$ cat src/rtl/epf_pkg.sv
// Shared types, constants and codes of the Euler path finder.
`default_nettype none
package epf_pkg;

  localparam int MaxVertices = 16;
  localparam int MaxEdges    = 63;
  localparam int BufDepth    = MaxEdges + 2;
  localparam int Cells       = MaxVertices * MaxVertices;

  localparam logic [1:0] ST_PATH    = 2'd0;
  localparam logic [1:0] ST_NO_PATH = 2'd1;
  localparam logic [1:0] ST_EMPTY   = 2'd2;

  typedef enum logic [1:0] {
    OP_ADD   = 2'd0,
    OP_RUN   = 2'd1,
    OP_CLEAR = 2'd2,
    OP_NOP   = 2'd3
  } opcode_e;

  typedef enum logic [4:0] {
    S_IDLE, S_ADD_WR, S_SCAN, S_SCAN_END, S_COPY,
    S_RD_AB, S_WR_AB, S_RD_BA, S_WR_BA, S_WALK_INIT,
    S_WSCAN_RD, S_WSCAN_CK, S_WR_VU, S_RD_UV, S_WR_UV, S_PUSH,
    S_NOEDGE, S_POP_WAIT, S_LEFT, S_LEFT_END, S_SEAM, S_CNT, S_CNT_CHK,
    S_EM_RD, S_EM_LD, S_FAIL_NP, S_FAIL_EMPTY
  } state_e;

  typedef enum logic [4:0] {
    C_NONE, C_ADD_RD, C_ADD_WR, C_CLEAR, C_RUN_INIT, C_SCAN, C_COPY_INIT,
    C_COPY, C_RD_AB, C_WR_AB_INC, C_RD_BA, C_WR_BA_INC, C_WALK_INIT,
    C_RD_UV, C_U_INC, C_RD_VU, C_WR_VU_DEC, C_WR_UV_DEC, C_PUSH, C_POP,
    C_TOP_LOAD, C_LEFT_INIT, C_LEFT, C_SEAM_INIT, C_SEAM, C_CNT,
    C_EMIT_INIT, C_EM_RD, C_EM_LD, C_FAIL_NP, C_FAIL_EMPTY
  } cmd_e;

  typedef struct packed {
    logic scan_done;
    logic odd_many;
    logic odd_two;
    logic start_found;
    logic sweep_last;
    logic u_end;
    logic work_nz;
    logic stack_full;
    logic circ_full;
    logic stack_empty;
    logic left_err;
    logic seam_do;
    logic seam_last;
    logic cnt_bad;
    logic out_free;
    logic em_last;
  } dp_status_t;

endpackage
`default_nettype wire

$ cat src/rtl/epf_ctrl.sv
// Controller state machine that sequences loads, the walk and the emission.
`default_nettype none
module epf_ctrl (
  input  wire                      clk_i,
  input  wire                      rst_ni,
  input  wire                      in_valid_i,
  output logic                     in_ready_o,
  input  wire  [1:0]               opcode_i,
  input  wire  epf_pkg::dp_status_t st_i,
  output epf_pkg::cmd_e            cmd_o
);
  import epf_pkg::*;

  state_e state_q, state_d;
  opcode_e op;

  assign op = opcode_e'(opcode_i);
  assign in_ready_o = (state_q == S_IDLE);

  always_ff @(posedge clk_i or negedge rst_ni) begin
    if (!rst_ni) begin
      state_q <= S_IDLE;
    end else begin
      state_q <= state_d;
    end
  end

  always_comb begin
    state_d = state_q;
    unique case (state_q)
      S_IDLE: begin
        if (in_valid_i) begin
          unique case (op)
            OP_ADD:   state_d = S_ADD_WR;
            OP_RUN:   state_d = S_SCAN;
            OP_CLEAR: state_d = S_IDLE;
            OP_NOP:   state_d = S_IDLE;
          endcase
        end
      end
      S_ADD_WR:   state_d = S_IDLE;
      S_SCAN:     if (st_i.scan_done) state_d = S_SCAN_END;
      S_SCAN_END: begin
        if (st_i.odd_many) state_d = S_FAIL_NP;
        else if (!st_i.start_found) state_d = S_FAIL_EMPTY;
        else state_d = S_COPY;
      end
      S_COPY: begin
        if (st_i.sweep_last) state_d = st_i.odd_two ? S_RD_AB : S_WALK_INIT;
      end
      S_RD_AB:     state_d = S_WR_AB;
      S_WR_AB:     state_d = S_RD_BA;
      S_RD_BA:     state_d = S_WR_BA;
      S_WR_BA:     state_d = S_WALK_INIT;
      S_WALK_INIT: state_d = S_WSCAN_RD;
      S_WSCAN_RD:  state_d = st_i.u_end ? S_NOEDGE : S_WSCAN_CK;
      S_WSCAN_CK: begin
        if (!st_i.work_nz) state_d = S_WSCAN_RD;
        else if (st_i.stack_full) state_d = S_FAIL_NP;
        else state_d = S_WR_VU;
      end
      S_WR_VU:    state_d = S_RD_UV;
      S_RD_UV:    state_d = S_WR_UV;
      S_WR_UV:    state_d = S_PUSH;
      S_PUSH:     state_d = S_WSCAN_RD;
      S_NOEDGE:   state_d = st_i.circ_full ? S_FAIL_NP : S_POP_WAIT;
      S_POP_WAIT: state_d = st_i.stack_empty ? S_LEFT : S_WSCAN_RD;
      S_LEFT:     if (st_i.sweep_last) state_d = S_LEFT_END;
      S_LEFT_END: begin
        if (st_i.left_err) state_d = S_FAIL_NP;
        else if (st_i.seam_do) state_d = S_SEAM;
        else state_d = S_CNT_CHK;
      end
      S_SEAM:     if (st_i.seam_last) state_d = S_CNT;
      S_CNT:      state_d = S_CNT_CHK;
      S_CNT_CHK:  state_d = st_i.cnt_bad ? S_FAIL_NP : S_EM_RD;
      S_EM_RD:    state_d = S_EM_LD;
      S_EM_LD: begin
        if (st_i.out_free) state_d = st_i.em_last ? S_IDLE : S_EM_RD;
      end
      S_FAIL_NP:    if (st_i.out_free) state_d = S_IDLE;
      S_FAIL_EMPTY: if (st_i.out_free) state_d = S_IDLE;
      default:      state_d = S_IDLE;
    endcase
  end

  always_comb begin
    cmd_o = C_NONE;
    unique case (state_q)
      S_IDLE: begin
        if (in_valid_i) begin
          unique case (op)
            OP_ADD:   cmd_o = C_ADD_RD;
            OP_RUN:   cmd_o = C_RUN_INIT;
            OP_CLEAR: cmd_o = C_CLEAR;
            OP_NOP:   cmd_o = C_NONE;
          endcase
        end
      end
      S_ADD_WR: cmd_o = C_ADD_WR;
      S_SCAN:   if (!st_i.scan_done) cmd_o = C_SCAN;
      S_SCAN_END: begin
        if (!st_i.odd_many && st_i.start_found) cmd_o = C_COPY_INIT;
      end
      S_COPY:      cmd_o = C_COPY;
      S_RD_AB:     cmd_o = C_RD_AB;
      S_WR_AB:     cmd_o = C_WR_AB_INC;
      S_RD_BA:     cmd_o = C_RD_BA;
      S_WR_BA:     cmd_o = C_WR_BA_INC;
      S_WALK_INIT: cmd_o = C_WALK_INIT;
      S_WSCAN_RD:  if (!st_i.u_end) cmd_o = C_RD_UV;
      S_WSCAN_CK: begin
        if (!st_i.work_nz) cmd_o = C_U_INC;
        else if (!st_i.stack_full) cmd_o = C_RD_VU;
      end
      S_WR_VU:    cmd_o = C_WR_VU_DEC;
      S_RD_UV:    cmd_o = C_RD_UV;
      S_WR_UV:    cmd_o = C_WR_UV_DEC;
      S_PUSH:     cmd_o = C_PUSH;
      S_NOEDGE:   if (!st_i.circ_full) cmd_o = C_POP;
      S_POP_WAIT: cmd_o = st_i.stack_empty ? C_LEFT_INIT : C_TOP_LOAD;
      S_LEFT:     cmd_o = C_LEFT;
      S_LEFT_END: begin
        if (!st_i.left_err) cmd_o = st_i.seam_do ? C_SEAM_INIT : C_CNT;
      end
      S_SEAM:     cmd_o = C_SEAM;
      S_CNT:      cmd_o = C_CNT;
      S_CNT_CHK:  if (!st_i.cnt_bad) cmd_o = C_EMIT_INIT;
      S_EM_RD:    cmd_o = C_EM_RD;
      S_EM_LD:    if (st_i.out_free) cmd_o = C_EM_LD;
      S_FAIL_NP:    if (st_i.out_free) cmd_o = C_FAIL_NP;
      S_FAIL_EMPTY: if (st_i.out_free) cmd_o = C_FAIL_EMPTY;
      default:      cmd_o = C_NONE;
    endcase
  end

endmodule
`default_nettype wire

$ cat config.mk
export PLATFORM = sky130hd
export DESIGN_NAME = epf_ctrl
export DESIGN_NICKNAME = d
export VERILOG_FILES = /design/src/rtl/epf_pkg.sv /design/src/rtl/epf_ctrl.sv
export SDC_FILE = /design/constraint.sdc
export NUM_CORES = 1
export LEC_CHECK = 0
export ABC_CLOCK_PERIOD_IN_PS = 3960
export BUFFER_PORTS_ARGS = -buffer_cell sky130_fd_sc_hd__clkbuf_2
export CAP_MARGIN = 20
export CELL_PAD_IN_SITES_DETAIL_PLACEMENT = 1
export CELL_PAD_IN_SITES_GLOBAL_PLACEMENT = 2
export CORE_ASPECT_RATIO = 0.8
export CORE_UTILIZATION = 32
export DETAILED_ROUTE_END_ITERATION = 7
export PLACE_DENSITY_LB_ADDON = 0.12
export SYNTH_ARGS = -nofsm -noshare
export SYNTH_HDL_FRONTEND = slang
export SYNTH_SLANG_ARGS = --single-unit
$ cat constraint.sdc
create_clock -name clk_i -period 3.96 [get_ports clk_i]
set_input_delay 0.792 -clock clk_i [delete_from_list [all_inputs] [get_ports clk_i]]
set_output_delay 0.792 -clock clk_i [all_outputs]
set_load 0.05 [all_outputs]
==> run_results.csv, run 1 <==
group,metric,value,unit
global_route,grt_pass1_vias,1322,
placement,dpl.cell_count,217,
worst_setup_path,cp-end-kind,"output port",
clock_network,ctsResizeCount,0,
sta,setup_viol_count_final,0,
placement,portBuffers,26,
run,max_cap_violations,0,
drt,ant_nets,0,
cells_and_area,fin_nets,201,
floorplan,die_x,70.0,um
synth,ys_types,56,
synth,synth_edf_count,0,
floorplan,die_y,56.4,um
synth,synth_area,1180,sq um
drt,dr.pass1.iters,4,
cells_and_area,final_common_cell,"clkbuf_2",
clock_network,clkTransAtPathRegs,0.04,ns
sta,fin_worst_skew,0.00262,ns
clock_network,cts_tree,"done",
drt,wirelength,4340,um
synth,synth_area_leaders,"dfrtp_1 (11%), nand2b_1 (5.8%), mux2_4 (5.1%)",
global_route,overflow,0,
global_route,grt_max_degree,29,
cells_and_area,multi_input_area,936,sq um
cells_and_area,nFillCells,438,
sta,setup_ws,0.690,ns
cells_and_area,final_cell_area,1330,sq um
cells_and_area,reg.largest.list,"state_q: 5 flops",
outcome,status,"complete, no violations",
sta,whs,0.375,ns
placement,gp_congestion,0.869,
placement,dp_hpwl,3420,um
synth,syn_avg_cell_area,7.34,sq um
global_route,met3_usage,2.15,%
global_route,grt_most_used_layer,"met2",
clock_network,clk_latency,0.22,ns
floorplan,num_io_pins,27,
drt,drc,0,
floorplan,start_util,34.1,%
cells_and_area,synthToLayoutAreaGrowth,12.8,%
sta,fmax,306,MHz
cells_and_area,final_layout_size_suffix_gt1_share,24.0,%
power,p_total,1.05,mW
drt,avgViaCountPerCell,6.17,
sta,tns,0,ns
global_route,antenna_found_initial,0,
min_path,hp-class,"input pin to asynchronous set/reset pin",
clock_network,clock-sinks,5,
worst_setup_path,start_kind,"flop",
clock_network,htreeDepth,1,
worst_setup_path,crit_fanout,28,
sta,relSlewSlack,41.9,%
floorplan,die_area,3940,sq um
synth,ys.flop_type,"dfrtp_1",
sta,hold_viol_final,0,
synth,yosysSeqAreaShare,10.6,%
worst_setup_path,r2r-start,"state_q[4]",
power,p_per_area,784,nW/um^2
synth,syn_inst,161,
cells_and_area,fin_util,38.4,%
worst_setup_path,critPathArrivalTime,2.48,ns
clock_network,cts_buffers,3,
clock_network,cts-root-buf,"clkbuf_8",
cells_and_area,fin_cells,221,
power,vdd_ir_drop_max,0.000328,V
cells_and_area,num_antenna_cells,0,
sta,fin_crit_sh,82.6,%
drt,drtIter0Drc,135,
floorplan,core,3470,sq um
synth,netlist.area_leader.share,10.6,%
global_route,met2_usage,34.9,%
placement,pre_cts_ws,0.957,ns
cells_and_area,mostFrequentLayoutCells,"clkbuf_2 (26), nand2_1 (16), nand2b_1 (11)",
synth,ys_async_sr_fraction,100,%
clock_network,clk_path_buf_depth,2,
sta,rsz0062_at_grt,"false",
synth,syn-num-nets,182,
global_route,met1_usage,33.8,%
sta,worst_pin_slew,0.871,ns
sta,finalCriticalPeriod,3.27,ns
clock_network,cts_setup_buffers,0,
drt,vias,1363,
power,p_leak,0.569,nW
cells_and_area,largest_reg_flops,5,
worst_setup_path,required,3.17,ns
worst_setup_path,startpoint,"state_q[3]",
sta,drv_slew,0,
cells_and_area,regMostFlops,"state_q",
clock_network,ctsHoldBuffers,0,
synth,synth_top_cell_by_area,"dfrtp_1",
drt,routedWlPerCell,19.6,um
synth,ys_ff_latch,5,
floorplan,placementRows,19,
placement,postPlaceCellArea,1290,sq um
global_route,grt_usage,22.4,%
worst_setup_path,path_class,"flop to output port",
global_route,grt_pass1_wl,6890,um
cells_and_area,regArea,125,sq um
synth,synth-warning-count,0,
-- logic make-up after synthesis --
logic type	count (synthesis)	share of synthesized area (%)
muxes	6	6.77
xor gates and xnor gates	1	0.741
and+or+nand+nor	75	35.9
AOI/OAI and AO/OA	53	35.8
DFF	5	10.6
buffers and inverters	21	10.3
-- report_power, final --
group | total [mW] | internal, mW | switching (mW)
logic | 0.785 | 0.294 | 0.490
clock network | 0.0949 | 0.0692 | 0.0257
registers | 0.166 | 0.0691 | 0.0967
total | 1.05 | 0.433 | 0.613
-- worst max-delay path, cell delays in order (launching register included) --
cell and delay [ns]:
dfrtp_1 0.90, nor3_2 0.17, nand2_1 0.29, inv_1 0.10, nand2_1 0.10, nor2_1 0.04, a2111o_1 0.41, clkbuf_2 0.24
-- path summary, 6_finish.rpt --
path	to	slack, ns	depth (start not counted)
setup / recovery	cmd_o[1]	0.69	7
hold / removal	state_q[4]	0.38	1
setup reg to reg	state_q[2]	1.63	6
hold reg to reg	state_q[4]	0.88	1
max in group asynchronous	state_q[2]	3.45	1
min in group clk_i	state_q[4]	0.88	1
-- final cells by class --
cell class | count | share of cell area (%)
Multi-Input combinational cell | 135 | 70.2
Timing Repair Buffer | 29 | 11.4
Sequential cell | 5 | 9.38
Tap cell | 42 | 3.94
Clock buffer | 4 | 3.38
Inverter | 6 | 1.69
-- layer usage --
metal | vias up | part of all wire, %
met5 | - | 0
met4 | 0 | 0
met3 | 0 | 6.8
met2 | 52 | 46
met1 | 658 | 48
li1 | 653 | -
-- synthesized netlist by cell type, types with 3 or more instances --
| cell | n |
|---|---|
| a21oi_1 | 5 |
| a22oi_1 | 5 |
| a31oi_1 | 3 |
| a32oi_1 | 3 |
| buf_2 | 7 |
| buf_4 | 3 |
| buf_6 | 3 |
| dfrtp_1 | 5 |
| inv_1 | 6 |
| mux2_4 | 4 |
| nand2_1 | 16 |
| nand2b_1 | 11 |
| nand3_1 | 5 |
| nor2_1 | 10 |
| nor2b_1 | 6 |
| nor3_1 | 6 |
| o2111ai_1 | 3 |
| o21ai_0 | 8 |
| or4_1 | 3 |
Note: power is estimated with default switching activity, not from simulation.
==> run 2: changes to the inputs <==
--- a/config.mk
+++ b/config.mk
@@ -5,13 +5,13 @@
 export SDC_FILE = /design/constraint.sdc
 export NUM_CORES = 1
 export LEC_CHECK = 0
-export ABC_CLOCK_PERIOD_IN_PS = 3960
+export ABC_CLOCK_PERIOD_IN_PS = 3300
 export BUFFER_PORTS_ARGS = -buffer_cell sky130_fd_sc_hd__clkbuf_2
 export CAP_MARGIN = 20
 export CELL_PAD_IN_SITES_DETAIL_PLACEMENT = 1
 export CELL_PAD_IN_SITES_GLOBAL_PLACEMENT = 2
 export CORE_ASPECT_RATIO = 0.8
-export CORE_UTILIZATION = 32
+export CORE_UTILIZATION = 30
 export DETAILED_ROUTE_END_ITERATION = 7
 export PLACE_DENSITY_LB_ADDON = 0.12
 export SYNTH_ARGS = -nofsm -noshare
==> constraint.sdc (replaced) <==
create_clock -name clk_i -period 3.3 [get_ports clk_i]
set_input_delay 0.66 -clock clk_i [delete_from_list [all_inputs] [get_ports clk_i]]
set_output_delay 0.66 -clock clk_i [all_outputs]
set_load 0.05 [all_outputs]
==> run_results.csv, run 2 (synthesis results as in run 1) <==
group,metric,value,unit
outcome,status,"complete, no violations",
worst_setup_path,critPathArrivalTime,2.40,ns
clock_network,ctsHoldBuffers,0,
worst_setup_path,cp_cell_sequence,"nor3_2 -> nand2_1 -> inv_1 -> nand2_1 -> nor2_1 -> a2111o_1 -> clkbuf_2",
drt,dr.pass1.iters,4,
floorplan,num_io_pins,27,
global_route,overflow,0,
sta,tns,0,ns
drt,routedWlPerCell,18.8,um
clock_network,ctsResizeCount,0,
clock_network,cts-root-buf,"clkbuf_8",
sta,hold_viol_final,0,
placement,portBuffers,26,
sta,drv_slew,0,
worst_setup_path,required,2.64,ns
power,p_total,1.29,mW
floorplan,die_y,58.2,um
floorplan,core,3780,sq um
drt,avgViaCountPerCell,5.80,
power,vdd_ir_drop_max,0.000462,V
clock_network,htreeDepth,1,
clock_network,clk_latency,0.23,ns
global_route,antenna_found_initial,0,
global_route,grt_max_degree,23,
cells_and_area,regMostFlops,"state_q",
floorplan,die_x,72.2,um
worst_setup_path,cp-end-kind,"output port",
global_route,grt_pass1_vias,1317,
clock_network,clock-sinks,5,
worst_setup_path,slowest_delay,0.83,ns
worst_setup_path,crit_fanout,22,
power,p_leak,0.587,nW
floorplan,die_area,4200,sq um
sta,setup_viol_count_final,0,
clock_network,clk_path_buf_depth,2,
sta,relSlewSlack,48.5,%
drt,vias,1375,
clock_network,cts_tree,"done",
worst_setup_path,path_class,"flop to output port",
clock_network,clkTransAtPathRegs,0.04,ns
drt,wirelength,4460,um
cells_and_area,final_common_cell,"clkbuf_2",
clock_network,cts_buffers,3,
floorplan,start_util,31.3,%
floorplan,placementRows,20,
cells_and_area,mostFrequentLayoutCells,"clkbuf_2 (26), nand2_1 (16), nand2b_1 (11)",
sta,finalCriticalPeriod,3.06,ns
worst_setup_path,cp_common_cell,"nand2_1",
cells_and_area,num_antenna_cells,0,
sta,fin_crit_sh,92.6,%
sta,fmax,327,MHz
cells_and_area,fin_nets,204,
sta,rsz0062_at_grt,"false",
placement,gp_congestion,0.837,
cells_and_area,reg.largest.list,"state_q: 5 flops",
cells_and_area,largest_reg_flops,5,
worst_setup_path,start_kind,"flop",
sta,worst_pin_slew,0.773,ns
run,max_cap_violations,0,
cells_and_area,synthToLayoutAreaGrowth,16.2,%
clock_network,cts_setup_buffers,0,
min_path,hp-class,"input pin to asynchronous set/reset pin",
power,p_per_area,938,nW/um^2
cells_and_area,final_layout_size_suffix_gt1_share,25.8,%
sta,fin_worst_skew,0.00763,ns
global_route,grt_usage,22.3,%
drt,drc,0,
drt,drtIter0Drc,115,
worst_setup_path,cp_slowest_cell,"dfrtp_1",
drt,ant_nets,0,
global_route,grt_pass1_wl,7180,um
placement,dp_hpwl,3600,um
[run 2: cell types whose count changed in the layout (fill, tap and decap cells not counted), sizes merged]
cell    change
clkinv      +1
clkbuf      -1
buf         +3
[run 2: layout make-up]
class | instances | area (sq um)
fillers | 483 | 2400
multi-input cells | 135 | 936
repair buffers | 32 | 175
flip-flops and latches | 5 | 125
well taps | 55 | 68.8
clock buffers | 3 | 41.3
inverters | 6 | 22.5
clock inverters | 1 | 5.00
[run 2: power breakdown]
group	switching, mW	internal [mW]
clock network	0.0370	0.0817
registers	0.0823	0.0837
logic	0.633	0.371
[run 2: worst paths after layout]
check / from / end / slack (ns) / cells past startpoint
min: rst_ni / state_q[3] / 0.25 / 1
min reg2reg: state_q[1] / state_q[1] / 0.86 / 1
max reg2reg: state_q[2] / state_q[0] / 0.88 / 6
max in group asynchronous: rst_ni / state_q[4] / 2.90 / 1
max: state_q[3] / cmd_o[1] / 0.24 / 7
min in group clk_i: state_q[1] / state_q[1] / 0.86 / 1
[run 2: worst max-delay path: cells and delay by family, from the launching register on]
kind                   cells  cell delay, ns
DFF                        1            0.83
buffers and inverters      2            0.34
and+or+nand+nor            4            0.58
AOI/OAI and AO/OA          1            0.40
[run 2: routing by layer]
metal  vias to the layer above  part of all wire (%)  GRT usage (%)  routed length [um]
li1                        659                     -              -                   -
met1                       670                    51           33.2                2250
met2                        42                    43           35.4                1930
met3                         4                   5.5           2.26                 245
met4                         0                  0.74           3.36                  33
met5                         -                     0              0                   0
[run 2: per-stage QoR]
stage | worst slack, ns | util [%] | hold slack (ns) | std cells | instance area (sq um)
after global routing | 0.139 | 36.4 | 0.241 | 237 | 1370
after detailed placement | 0.542 | 35.1 | 0.493 | 233 | 1330
after CTS | 0.269 | 36.4 | 0.243 | 237 | 1370
after global placement | 0.539 | 35.1 | 0.483 | 233 | 1330
final | 0.244 | 36.4 | 0.245 | 237 | 1370
after floorplan | 0.364 | - | 0.364 | 161 | 1180
